[config.mk]
export PLATFORM = sky130hd
export DESIGN_NAME = polynomial_easing_curve_flat
export DESIGN_NICKNAME = d
export VERILOG_FILES = /design/src/rtl/pec_pkg.sv /design/src/rtl/pec_if.sv /design/src/rtl/pec_front.sv /design/src/rtl/pec_cell.sv /design/src/rtl/pec_back.sv /design/src/rtl/polynomial_easing_curve.sv /design/src/flat_wrapper.sv
export SDC_FILE = /design/constraint.sdc
export NUM_CORES = 2
export LEC_CHECK = 0
export BUFFER_PORTS_ARGS = -buffer_cell sky130_fd_sc_hd__buf_2
export CORE_ASPECT_RATIO = 1.5
export CORE_MARGIN = 3
export CORE_UTILIZATION = 55
export CTS_CLUSTER_SIZE = 24
export DETAILED_ROUTE_END_ITERATION = 8
export GPL_ROUTABILITY_DRIVEN = 0
export PLACE_DENSITY_LB_ADDON = 0.25
export SKIP_CTS_REPAIR_TIMING = 1
export SYNTH_ARGS = -nofsm -noshare
export SYNTH_HDL_FRONTEND = slang
export SYNTH_SLANG_ARGS = --single-unit
[constraint.sdc]
create_clock -name clk_i -period 8.58 [get_ports clk_i]
set_input_delay 0.858 -clock clk_i [delete_from_list [all_inputs] [get_ports clk_i]]
set_output_delay 0.858 -clock clk_i [all_outputs]
set_load 0.005 [all_outputs]
[src/rtl/pec_pkg.sv]
// Shared constants, codes and types of the polynomial easing curve.
`timescale 1ns / 1ps

package pec_pkg;

  localparam int unsigned FracBitsDefault = 16;

  localparam int unsigned DegreeW  = 3;
  localparam int unsigned KindW    = 2;
  localparam int unsigned CfgIdxW  = 2;
  localparam int unsigned CfgDataW = 3;

  localparam logic [DegreeW-1:0] DegreeMin   = 3'd2;
  localparam logic [DegreeW-1:0] DegreeMax   = 3'd5;
  localparam logic [DegreeW-1:0] DegreeReset = 3'd2;

  // One multiplier cell per multiplication of the highest power.
  localparam int unsigned NumCells  = 4;
  localparam int unsigned PipeDepth = NumCells + 2;
  localparam int unsigned CntW      = 3;

  // Configuration register indexes.
  localparam logic [CfgIdxW-1:0] REG_DEGREE        = 2'd0;
  localparam logic [CfgIdxW-1:0] REG_CURVE_KIND    = 2'd1;
  localparam logic [CfgIdxW-1:0] REG_EASING_ENABLE = 2'd2;

  typedef enum logic [KindW-1:0] {
    KIND_IN     = 2'd0,
    KIND_OUT    = 2'd1,
    KIND_IN_OUT = 2'd2,
    KIND_OUT_IN = 2'd3
  } curve_kind_e;

  // Final step applied to the power p.
  typedef enum logic [2:0] {
    POST_DIRECT   = 3'd0,  // p
    POST_INV      = 3'd1,  // 1 - p
    POST_HALF     = 3'd2,  // p / 2
    POST_INV_HALF = 3'd3,  // 1 - p / 2
    POST_HALF_INV = 3'd4,  // (1 - p) / 2
    POST_HALF_UP  = 3'd5   // p / 2 + 1/2
  } post_e;

  typedef struct packed {
    logic [DegreeW-1:0] degree;
    curve_kind_e        kind;
    logic               enable;
  } pec_cfg_t;

  typedef struct packed {
    logic [CntW-1:0] mul_cnt;
    post_e           post;
  } pec_ctrl_t;

endpackage

[src/rtl/pec_if.sv]
// Request channels of the easing curve: time samples in, eased values out.
`timescale 1ns / 1ps

interface pec_time_if import pec_pkg::*; #(
  parameter int unsigned W = FracBitsDefault + 1
);
  logic         valid;
  logic         ready;
  logic [W-1:0] time_in;

  modport source (output valid, output time_in, input ready);
  modport sink (input valid, input time_in, output ready);
endinterface

interface pec_eased_if import pec_pkg::*; #(
  parameter int unsigned W = FracBitsDefault + 1
);
  logic         valid;
  logic         ready;
  logic [W-1:0] eased_value;

  modport source (output valid, output eased_value, input ready);
  modport sink (input valid, input eased_value, output ready);
endinterface

[src/rtl/pec_front.sv]
// Entry stage: clamp time, pick the power base and the final step; with easing off, pass raw time.
`timescale 1ns / 1ps

module pec_front import pec_pkg::*; #(
  parameter int unsigned FRAC_BITS = FracBitsDefault
) (
  input  logic                 clk_i,
  input  logic                 rst_ni,
  input  pec_cfg_t             cfg_i,
  input  logic                 valid_i,
  output logic                 ready_o,
  input  logic [FRAC_BITS:0]   time_in_i,
  output logic                 valid_o,
  input  logic                 ready_i,
  output logic [FRAC_BITS:0]   p_o,
  output logic [FRAC_BITS:0]   x_o,
  output pec_ctrl_t            ctrl_o
);

  localparam int unsigned W = FRAC_BITS + 1;
  localparam logic [W-1:0] One  = {1'b1, {FRAC_BITS{1'b0}}};
  localparam logic [W-1:0] Half = {2'b01, {(FRAC_BITS - 1){1'b0}}};

  logic               valid_q;
  logic [W-1:0]       x_q, x_d;
  pec_ctrl_t          ctrl_q, ctrl_d;
  logic [W-1:0]       t;
  logic [W-1:0]       om_t;
  logic [W:0]         two_t;
  logic [W:0]         two_t_m1;
  logic               below_half;
  logic [DegreeW-1:0] n;

  assign t          = (time_in_i > One) ? One : time_in_i;
  assign om_t       = One - t;
  assign two_t      = {t, 1'b0};
  assign two_t_m1   = two_t - {1'b0, One};
  assign below_half = (t < Half);

  always_comb begin
    if (cfg_i.degree < DegreeMin) begin
      n = DegreeMin;
    end else if (cfg_i.degree > DegreeMax) begin
      n = DegreeMax;
    end else begin
      n = cfg_i.degree;
    end
  end

  always_comb begin
    x_d            = t;
    ctrl_d.mul_cnt = CntW'(n - DegreeW'(1));
    ctrl_d.post    = POST_DIRECT;
    if (!cfg_i.enable) begin
      x_d            = time_in_i;
      ctrl_d.mul_cnt = '0;
    end else begin
      case (cfg_i.kind)
        KIND_IN: begin
          x_d         = t;
          ctrl_d.post = POST_DIRECT;
        end
        KIND_OUT: begin
          x_d         = om_t;
          ctrl_d.post = POST_INV;
        end
        KIND_IN_OUT: begin
          if (below_half) begin
            x_d         = two_t[W-1:0];
            ctrl_d.post = POST_HALF;
          end else begin
            x_d         = {om_t[W-2:0], 1'b0};
            ctrl_d.post = POST_INV_HALF;
          end
        end
        KIND_OUT_IN: begin
          if (below_half) begin
            x_d         = One - two_t[W-1:0];
            ctrl_d.post = POST_HALF_INV;
          end else begin
            x_d         = two_t_m1[W-1:0];
            ctrl_d.post = POST_HALF_UP;
          end
        end
        default: begin
          x_d         = t;
          ctrl_d.post = POST_DIRECT;
        end
      endcase
    end
  end

  assign ready_o = !valid_q || ready_i;

  always_ff @(posedge clk_i or negedge rst_ni) begin
    if (!rst_ni) begin
      valid_q <= 1'b0;
    end else if (ready_o) begin
      valid_q <= valid_i;
    end
  end

  always_ff @(posedge clk_i) begin
    if (valid_i && ready_o) begin
      x_q    <= x_d;
      ctrl_q <= ctrl_d;
    end
  end

  assign valid_o = valid_q;
  assign p_o     = x_q;
  assign x_o     = x_q;
  assign ctrl_o  = ctrl_q;

endmodule

[src/rtl/pec_cell.sv]
// One multiplier cell: p = (p * x) >> FRAC_BITS when its turn is due.
`timescale 1ns / 1ps

module pec_cell import pec_pkg::*; #(
  parameter int unsigned FRAC_BITS = FracBitsDefault,
  parameter int unsigned IDX       = 0
) (
  input  logic               clk_i,
  input  logic               rst_ni,
  input  logic               valid_i,
  output logic               ready_o,
  input  logic [FRAC_BITS:0] p_i,
  input  logic [FRAC_BITS:0] x_i,
  input  pec_ctrl_t          ctrl_i,
  output logic               valid_o,
  input  logic               ready_i,
  output logic [FRAC_BITS:0] p_o,
  output logic [FRAC_BITS:0] x_o,
  output pec_ctrl_t          ctrl_o
);

  localparam int unsigned W = FRAC_BITS + 1;
  localparam logic [CntW-1:0] CellIdx = CntW'(IDX);

  logic           valid_q;
  logic [W-1:0]   p_q, p_d;
  logic [W-1:0]   x_q;
  pec_ctrl_t      ctrl_q;
  logic [2*W-1:0] prod;

  assign prod = {{W{1'b0}}, p_i} * {{W{1'b0}}, x_i};
  // Skip the multiply once this item's power is complete.
  assign p_d  = (CellIdx < ctrl_i.mul_cnt) ? prod[FRAC_BITS +: W] : p_i;

  assign ready_o = !valid_q || ready_i;

  always_ff @(posedge clk_i or negedge rst_ni) begin
    if (!rst_ni) begin
      valid_q <= 1'b0;
    end else if (ready_o) begin
      valid_q <= valid_i;
    end
  end

  always_ff @(posedge clk_i) begin
    if (valid_i && ready_o) begin
      p_q    <= p_d;
      x_q    <= x_i;
      ctrl_q <= ctrl_i;
    end
  end

  assign valid_o = valid_q;
  assign p_o     = p_q;
  assign x_o     = x_q;
  assign ctrl_o  = ctrl_q;

endmodule

[src/rtl/pec_back.sv]
// Exit stage: apply the final step to the power and hold the result.
`timescale 1ns / 1ps

module pec_back import pec_pkg::*; #(
  parameter int unsigned FRAC_BITS = FracBitsDefault
) (
  input  logic               clk_i,
  input  logic               rst_ni,
  input  logic               valid_i,
  output logic               ready_o,
  input  logic [FRAC_BITS:0] p_i,
  input  pec_ctrl_t          ctrl_i,
  output logic               valid_o,
  input  logic               ready_i,
  output logic [FRAC_BITS:0] eased_o
);

  localparam int unsigned W = FRAC_BITS + 1;
  localparam logic [W-1:0] One  = {1'b1, {FRAC_BITS{1'b0}}};
  localparam logic [W-1:0] Half = {2'b01, {(FRAC_BITS - 1){1'b0}}};

  logic         valid_q;
  logic [W-1:0] eased_q, eased_d;
  logic [W-1:0] p_half;
  logic [W-1:0] inv;

  assign p_half = p_i >> 1;
  assign inv    = One - p_i;

  always_comb begin
    case (ctrl_i.post)
      POST_DIRECT:   eased_d = p_i;
      POST_INV:      eased_d = inv;
      POST_HALF:     eased_d = p_half;
      POST_INV_HALF: eased_d = One - p_half;
      POST_HALF_INV: eased_d = inv >> 1;
      POST_HALF_UP:  eased_d = p_half + Half;
      default:       eased_d = p_i;
    endcase
  end

  assign ready_o = !valid_q || ready_i;

  always_ff @(posedge clk_i or negedge rst_ni) begin
    if (!rst_ni) begin
      valid_q <= 1'b0;
    end else if (ready_o) begin
      valid_q <= valid_i;
    end
  end

  always_ff @(posedge clk_i) begin
    if (valid_i && ready_o) begin
      eased_q <= eased_d;
    end
  end

  assign valid_o = valid_q;
  assign eased_o = eased_q;

endmodule

[src/rtl/polynomial_easing_curve.sv]
// Polynomial easing curve (quad to quint) over a row of multiplier cells.
// A request passes the entry register, each cell register and the exit register before eased_o.
// Throughput: one request per cycle; each stage holds while its successor is full.
// Reset: clears all stage valid bits; degree 2, curve in, easing enabled.
// Payload registers are not reset.
`timescale 1ns / 1ps

module polynomial_easing_curve import pec_pkg::*; #(
  parameter int unsigned FRAC_BITS = FracBitsDefault
) (
  input  logic                clk_i,
  input  logic                rst_ni,
  pec_time_if.sink            time_i,
  pec_eased_if.source         eased_o,
  input  logic                cfg_we_i,
  input  logic [CfgIdxW-1:0]  cfg_idx_i,
  input  logic [CfgDataW-1:0] cfg_data_i
);

  localparam int unsigned W = FRAC_BITS + 1;

  // Configuration registers; the user must write them only while the pipe is empty (not enforced).
  pec_cfg_t cfg_q;

  always_ff @(posedge clk_i or negedge rst_ni) begin
    if (!rst_ni) begin
      cfg_q.degree <= DegreeReset;
      cfg_q.kind   <= KIND_IN;
      cfg_q.enable <= 1'b1;
    end else if (cfg_we_i) begin
      case (cfg_idx_i)
        REG_DEGREE:        cfg_q.degree <= cfg_data_i[DegreeW-1:0];
        REG_CURVE_KIND:    cfg_q.kind   <= curve_kind_e'(cfg_data_i[KindW-1:0]);
        REG_EASING_ENABLE: cfg_q.enable <= cfg_data_i[0];
        default: begin
          // Drop writes to indexes without a register.
        end
      endcase
    end
  end

  // Stage links: link k feeds cell k, link NumCells feeds the exit stage.
  logic            valid  [NumCells+1];
  logic            ready  [NumCells+1];
  logic [W-1:0]    p      [NumCells+1];
  logic [W-1:0]    x      [NumCells];
  pec_ctrl_t       ctrl   [NumCells+1];

  // Entry: clamp time, choose the base (t, 1-t, 2t, ...) and the final step.
  pec_front #(
    .FRAC_BITS (FRAC_BITS)
  ) u_front (
    .clk_i     (clk_i),
    .rst_ni    (rst_ni),
    .cfg_i     (cfg_q),
    .valid_i   (time_i.valid),
    .ready_o   (time_i.ready),
    .time_in_i (time_i.time_in),
    .valid_o   (valid[0]),
    .ready_i   (ready[0]),
    .p_o       (p[0]),
    .x_o       (x[0]),
    .ctrl_o    (ctrl[0])
  );

  // Each cell performs one multiply of the power, or passes p on once
  // the request's degree is reached, so all degrees share the same latency.
  for (genvar k = 0; k < NumCells; k++) begin : g_cell
    if (k < NumCells - 1) begin : g_mid
      pec_cell #(
        .FRAC_BITS (FRAC_BITS),
        .IDX       (k)
      ) u_cell (
        .clk_i   (clk_i),
        .rst_ni  (rst_ni),
        .valid_i (valid[k]),
        .ready_o (ready[k]),
        .p_i     (p[k]),
        .x_i     (x[k]),
        .ctrl_i  (ctrl[k]),
        .valid_o (valid[k+1]),
        .ready_i (ready[k+1]),
        .p_o     (p[k+1]),
        .x_o     (x[k+1]),
        .ctrl_o  (ctrl[k+1])
      );
    end else begin : g_last
      // The base is not needed past the last multiply.
      pec_cell #(
        .FRAC_BITS (FRAC_BITS),
        .IDX       (k)
      ) u_cell (
        .clk_i   (clk_i),
        .rst_ni  (rst_ni),
        .valid_i (valid[k]),
        .ready_o (ready[k]),
        .p_i     (p[k]),
        .x_i     (x[k]),
        .ctrl_i  (ctrl[k]),
        .valid_o (valid[k+1]),
        .ready_i (ready[k+1]),
        .p_o     (p[k+1]),
        .x_o     (),
        .ctrl_o  (ctrl[k+1])
      );
    end
  end

  // Exit: 1-p, halving or offset, into the output register.
  pec_back #(
    .FRAC_BITS (FRAC_BITS)
  ) u_back (
    .clk_i   (clk_i),
    .rst_ni  (rst_ni),
    .valid_i (valid[NumCells]),
    .ready_o (ready[NumCells]),
    .p_i     (p[NumCells]),
    .ctrl_i  (ctrl[NumCells]),
    .valid_o (eased_o.valid),
    .ready_i (eased_o.ready),
    .eased_o (eased_o.eased_value)
  );

endmodule

[src/flat_wrapper.sv]
// flat-port wrapper written by rule: the top's interface ports become plain ports
module polynomial_easing_curve_flat import pec_pkg::*;
#(
  parameter int unsigned FRAC_BITS = FracBitsDefault
)
  (clk_i, rst_ni, cfg_we_i, cfg_idx_i, cfg_data_i, time_i_valid, time_i_time_in, time_i_ready, eased_o_valid, eased_o_eased_value, eased_o_ready);
  pec_time_if #(.W(((FracBitsDefault) + 1))) time_i_i ();
  pec_eased_if #(.W(((FracBitsDefault) + 1))) eased_o_i ();
  input  logic clk_i;
  input  logic rst_ni;
  input  logic cfg_we_i;
  input  logic [CfgIdxW-1:0] cfg_idx_i;
  input  logic [CfgDataW-1:0] cfg_data_i;
  input wire logic [$bits(time_i_i.valid)-1:0] time_i_valid;
  input wire logic [$bits(time_i_i.time_in)-1:0] time_i_time_in;
  output wire logic [$bits(time_i_i.ready)-1:0] time_i_ready;
  output wire logic [$bits(eased_o_i.valid)-1:0] eased_o_valid;
  output wire logic [$bits(eased_o_i.eased_value)-1:0] eased_o_eased_value;
  input wire logic [$bits(eased_o_i.ready)-1:0] eased_o_ready;
  assign time_i_i.valid = time_i_valid;
  assign time_i_i.time_in = time_i_time_in;
  assign time_i_ready = time_i_i.ready;
  assign eased_o_valid = eased_o_i.valid;
  assign eased_o_eased_value = eased_o_i.eased_value;
  assign eased_o_i.ready = eased_o_ready;
  polynomial_easing_curve #(.FRAC_BITS(FRAC_BITS)) u_core (.clk_i(clk_i), .rst_ni(rst_ni), .time_i(time_i_i), .eased_o(eased_o_i), .cfg_we_i(cfg_we_i), .cfg_idx_i(cfg_idx_i), .cfg_data_i(cfg_data_i));
endmodule
-- After elaboration in Yosys (flattened, before gate mapping)
Cells that the tools add are included.
- output and inout bits: 19
- register bits after elaboration: 192
- bits of input ports: 27
- word-level logic and storage cells: 94
- muxes and demuxes: 15
- $mul: 4
- equal/unequal tests: 10
- order comparisons: 8
- reductions and logical operators: 23
- add/subtract/negate cells: 7
- operators by type and width (cell ; number):
    two-way mux 17 bit ; 8
    multiplier 17 x 17 -> 33 bit ; 4
    case mux 17 bit (5 select lines) ; 1
    case mux 17 bit (4 select lines) ; 1
    subtractor 17 bit (first input constant) ; 3
    adder 16 x 16 -> 17 bit (second input constant) ; 1
    > comparator 17 bit (second input constant) ; 1
    < comparator 17 x 16 -> 1 bit (second input constant) ; 1
    subtractor 17 x 16 -> 17 bit (first input constant) ; 1
    subtractor 17 bit (second input constant) ; 1
    case mux 3 bit (4 select lines) ; 1
    == test 2 bit (second input constant) ; 3
    == test 3 x 2 -> 1 bit (second input constant) ; 2
    == test 3 bit (second input constant) ; 2
    logical AND 1 bit ; 6
    zero test 1 bit ; 6
    logical OR 1 bit ; 6
    < comparator 1 x 3 -> 1 bit (first input constant) ; 2
    < comparator 2 x 3 -> 1 bit (first input constant) ; 2
    two-way mux 3 bit ; 2
    AND reduction 2 bit ; 3
    == test 2 x 1 -> 1 bit (second input constant) ; 2
    zero test 2 bit ; 2
    == test 3 x 1 -> 1 bit (second input constant) ; 1
    other kinds (4) ; 5

-- Depth between registers and ports, before layout
- word-level depth: 8
- mapped depth: 25
- mapped depth without buffers: 24

-- Hierarchy
From an unflattened synthesis, not the netlist that was laid out.
- cells, all modules: 5452
- area, all modules: 48700.5 sq um
- by module, submodules not included (module ; times used ; sequential area each (sq um) ; cells an instance ; area an instance (sq um)):
    pec_cell (u_core.g_cell[2].g_mid.u_cell) ; 1 ; 1226.2 ; 1231 ; 11125.7
    pec_cell (u_core.g_cell[0].g_mid.u_cell) ; 1 ; 1226.2 ; 1207 ; 10881.7
    pec_cell (u_core.g_cell[1].g_mid.u_cell) ; 1 ; 1226.2 ; 1192 ; 10850.4
    pec_cell (u_core.g_cell[3].g_last.u_cell) ; 1 ; 1226.2 ; 1178 ; 10850.4
    pec_front ; 1 ; 715.7 ; 331 ; 2529.9
    pec_back ; 1 ; 535.5 ; 298 ; 2208.4
    polynomial_easing_curve ; 1 ; 152.6 ; 15 ; 254.0

-- Least setup slack after synthesis
Ideal clock, no wire load.
- path type: reg2reg
- from: reg u_core.g_cell[2].g_mid.u_cell.p_q[15]
- to: reg u_core.g_cell[3].g_last.u_cell.p_q[15] (data pin)
- clock period less this slack: 6.547 ns
- arrival time: 6.288 ns
- setup slack: 2.033 ns
- required time: 8.320 ns
- buffers on the path: 2
- setup time: 0.260 ns
- cell stages (with the launch flop): 24
- path through: edfxtp_1 > clkbuf_1 > clkbuf_1 > nand2_1 > fa_1 > fa_1 > fa_1 > inv_1 > fa_1 > fa_1 > inv_1 > fa_1 > inv_1 > ha_1 > a21oi_1 > nand2_1 > a211oi_1 > nand3_1 > a31o_2 > a221oi_1 > o211ai_1 > a21oi_1 > xnor2_1 > mux2_2
- cells in the longest elaborated chain, start to end: 2
- RTL lines (item ; line ; RTL):
    start, declared ; pec_cell.sv:26 ; logic [W-1:0] p_q, p_d;
    start signal, assigned ; pec_cell.sv:47 ; p_q <= p_d;
    multiplier 17 x 17 -> 33 bit ; pec_cell.sv:31 ; assign prod = {{W{1'b0}}, p_i} * {{W{1'b0}}, x_i};
    two-way mux 17 bit * ; pec_cell.sv:33 ; assign p_d = (CellIdx < ctrl_i.mul_cnt) ? prod[FRAC_BITS +: W] : p_i;
    net u_core.g_cell[3].g_last.u_cell.p_d[15] ; pec_cell.sv:26 ;
    end signal, assigned ; pec_cell.sv:47 ;
    end, declared ; pec_cell.sv:26 ;
The timed path passes the listed nets; every way through them passes the cells marked *.
A chain may end at the register's enable or synchronous reset.

-- Worst setup path after layout
- from: reg u_core.g_cell[2].g_mid.u_cell.p_q[8]
- to: reg u_core.g_cell[3].g_last.u_cell.p_q[13] (data pin)
- cells in the longest elaborated chain, start to end: 2
- RTL lines (item ; line):
    multiplier 17 x 17 -> 33 bit ; pec_cell.sv:31
    two-way mux 17 bit ; pec_cell.sv:33
    net u_core.g_cell[3].g_last.u_cell.p_d[13] ; pec_cell.sv:26
The timed path passes the listed nets, and every way through them passes these cells.

==> PnR_summary.wiki <==
{| class="wikitable"
! Metric !! Value
|-
| Core area || 0.0788 sq mm
|-
| Top fanout value on the critical path || 18
|-
| Worst R2R End || u_core.g_cell[3].g_last.u_cell.p_o[13]$_DFFE_PP_
|-
| Ranking of synthesized cells by area || fa_1 39%, edfxtp_1 12%, ha_1 12%
|-
| Antenna violations before repair || 0
|-
| Vias in the first global route || 34400
|-
| Data required time of the worst path || 8850 ps
|-
| FF-to-FF setup slack || 1280 ps
|-
| Top-count cell post-synth || inv_1
|-
| Worst-case clock buffer depth || 2
|-
| Count of synthesis-stage warnings from yosys || 0
|-
| Die Outline Area || 0.0830 sq mm
|-
| Layout cells sized above 1 || 0.0372
|-
| Most numerous cell on the critical path || fa_1
|-
| Leading register cell type out of synthesis || edfxtp_1
|-
| Chip height || 351 um
|-
| Slew Viols, Final || 0
|-
| Worst Clk Skew || roughly 23 ps
|-
| Fraction of synthesized cell area in xor and xnor cells || 0.0220
|-
| Global-route usage over all layers || 0.263
|-
| First-pass GRT wire length || 173000 um
|-
| Std cell rows || ~130
|-
| Ant. Diodes || 0
|-
| Aggregate routed wire length || roughly 100000 um
|-
| Setup repair after global routing missed its margin || false
|-
| Via count || 31300
|-
| Nets || 5955
|-
| Dominant combinational cell family by area after synthesis || adder cells
|-
| CTS tree || built
|-
| Detailed Routing Iterations Pass 1 || 5
|-
| Clk root buf || clkbuf_16
|-
| Startpoint type of the worst setup path || flip-flop
|-
| Final TNS setup || 0 ps
|-
| Worst setup path class || flip-flop to flip-flop
|-
| Max Cap Violations || 0
|-
| Clock transition at the registers of the reported paths || 90 ps
|-
| Crit path time final || 7300 ps
|-
| Synthesized-area fraction occupied by and/or/nand/nor cells || 0.157
|-
| Utilization of the core after routing || 0.575
|-
| Number of sinks on the clock net || 190
|-
| Synthesis-stage register bit count || 190
|-
| Slowest cell on the critical path || edfxtp_1
|-
| Count of input and output buffers || 45
|-
| Synth Area in Compound Gates || 0.0626
|-
| Unique masters post-synth || 85
|-
| Asr flop ratio synth || 0.0632
|-
| Cell accounting for the most synthesized area || fa_1
|-
| Slew headroom || 0.217
|-
| Post-synthesis instance total || between 4000 and 5000
|-
| Kind of end point of the critical path || flip-flop
|-
| Arithmetic-cell share of the synthesized area counting full adders, half adders and majority gates || 0.509
|-
| Area Overhead vs Synth || 3.61%
|-
| Mean cell area of the mapped netlist || about 9.2 sq um
|-
| Hpwl dp || 83900 um
|-
| Pin count of the biggest net entering global routing || 50
|-
| Final count of hold timing violations || 0
|-
| Number of nets with antenna violations after detailed routing || 0
|-
| Cells along the critical path || nand2_1 > fa_1 > inv_1 > fa_1 > fa_1 > fa_1 > fa_1 > inv_1 > fa_1 > inv_1 > ha_1 > nand4_1 > nor2_1 > a211oi_1 > nand3_1 > a31o_2 > a221oi_1 > o21bai_1 > a21oi_1 > xnor2_1 > mux2_2
|-
| Tightest hold margin || approximately 210 ps
|-
| Maximum clock frequency || 0.137 GHz
|-
| Peak per-stage delay on the critical path || ~910 ps
|-
| Transition time at the pin with the least slew margin || 1170 ps
|-
| Effective utilization at floorplan || 0.555
|-
| TritonCTS Buffers || 17
|-
| Setup-violating endpoint count in the final report || 0
|-
| Data arrival time at the worst-slack endpoint || 7570 ps
|-
| Count of flip-flops with a built-in enable after synthesis || 178
|-
| Depth of the most critical reg-to-reg path || 21
|-
| Multiplexer fraction of the synthesized cell area || 0.00629
|-
| Worst r2r src || u_core.g_cell[2].g_mid.u_cell.p_o[8]$_DFFE_PP_
|-
| Vias per inst || 5.49
|-
| Part of the Yosys area used for sequential elements || 0.129
|-
| DIE WIDTH || about 240 um
|-
| Insertion delay of the later-clocked pin in the worst-skew pair || 520 ps
|-
| GRT overflow || 0
|-
| Mapped Nets || between 6000 and 7000
|-
| Iteration-0 DRC count of the detailed router || 1625
|-
| DRC viols || 0
|-
| Level count of the clock H-tree || 4
|-
| Top-level port count || 46
|-
| Status || completed
|-
| Hold crit path type || input pin to asynchronous set/reset pin
|-
| Area of the mapped netlist || between 0.04 and 0.05 sq mm
|-
| Post-DR wirelength/cell || 18.2 um
|-
| Most used standard cells in the synthesized netlist || 1097 x inv_1, 851 x fa_1, 708 x nand2_1
|-
| Share of the synthesized area in the top cell type || 0.389
|-
| Final critical-path share of the clock period || 0.851
|}
## layout make-up
cell class / instances / area, sq um
inverters: 1099 / 4130
flip-flops and latches: 190 / 5650
multi-input cells: 3267 / 33100
clock inverters: 14 / 183
clock buffers: 18 / 439
fillers: 6958 / 33500
repair buffers: 84 / 518
well taps: 1024 / 1280
## routing by layer
layer,track usage,wire length (um),vias to the layer above
met2,0.500,56100,888
met3,0.0275,4010,304
met5,0,0,-
li1,-,-,14200
met1,0.283,37300,15900
met4,0.147,6540,0
## stage by stage
step	instance area, sq um	worst slack, ps	cells
CTS	45300	1230	5696
floorplan	43800	2030	4770
detailed placement	44700	1250	5664
finish	45300	1280	5696
global placement	44700	1300	5664
global route	45300	929	5696
## cells by family (layout without fill, tap and decap cells)
kind of cell,count (synthesis),count (layout)
AO/OA/AOI/OAI,431,431
buffers and inverters,1313,1215
XOR/XNOR,110,110
multiplexers,25,25
adder cells (fa/ha/maj),1269,1269
AND/OR/NAND/NOR,1432,1432
flip-flops,190,190
## placed cells by master, fill, tap and decap left out, drive strengths merged, types with 18 or more instances in the layout
master,n
a21oi,122
a21o,39
xor2,40
ha,418
buf,84
nand3,22
a211oi,18
nand2,708
nand2b,23
fa,851
nor3,34
mux2,20
xnor2,70
and2,413
o21ai,114
inv,1105
clkbuf,18
nor2,131
and3,18
edfxtp,178
## worst max-delay path by stage
stage	start	endpoint	slack, ps	cells past startpoint
after detailed placement	u_core.g_cell[2].g_mid.u_cell.p_o[8]$_DFFE_PP_	u_core.g_cell[3].g_last.u_cell.p_o[15]$_DFFE_PP_	1250	21
after global routing	u_core.g_cell[2].g_mid.u_cell.p_o[6]$_DFFE_PP_	u_core.g_cell[3].g_last.u_cell.p_o[15]$_DFFE_PP_	930	21
after global placement	u_core.g_cell[2].g_mid.u_cell.p_o[8]$_DFFE_PP_	u_core.g_cell[3].g_last.u_cell.p_o[15]$_DFFE_PP_	1300	21
after CTS	u_core.g_cell[2].g_mid.u_cell.p_o[8]$_DFFE_PP_	u_core.g_cell[3].g_last.u_cell.p_o[13]$_DFFE_PP_	1230	21
after floorplan	u_core.g_cell[2].g_mid.u_cell.p_o[15]$_DFFE_PP_	u_core.g_cell[3].g_last.u_cell.p_o[15]$_DFFE_PP_	2030	23
final	u_core.g_cell[2].g_mid.u_cell.p_o[8]$_DFFE_PP_	u_core.g_cell[3].g_last.u_cell.p_o[13]$_DFFE_PP_	1280	21
## worst max-delay path: cells and delay by family (launching register included)
kind	cells	cell delay, ps
fa+ha+maj	7	3350
flops	1	910
simple gates	4	730
xor+xnor	1	90
mux	1	260
buf+inv	3	130
compound gates	5	1560
## registers in the layout, summed over array words and instances, names as in the netlist
signal and count:
u_core.g_cell.g_mid.u_cell.p_o 51, u_core.u_front.ctrl_o 6, u_core.g_cell.g_last.u_cell.ctrl_o 3, u_core.u_front.valid_o 1, u_core.g_cell.g_mid.u_cell.x_o 51, u_core.u_front.p_o 17
u_core.u_back.valid_o 1, u_core.g_cell.g_last.u_cell.valid_o 1, u_core.u_back.eased_o 17, u_core.g_cell.g_last.u_cell.p_o 17, u_core.g_cell.g_mid.u_cell.ctrl_o 16, u_core.cfg_q 6
u_core.g_cell.g_mid.u_cell.valid_o 3
Power is not shown: default switching activity piles up to over one toggle a cycle in this logic, so the estimate is an artifact.
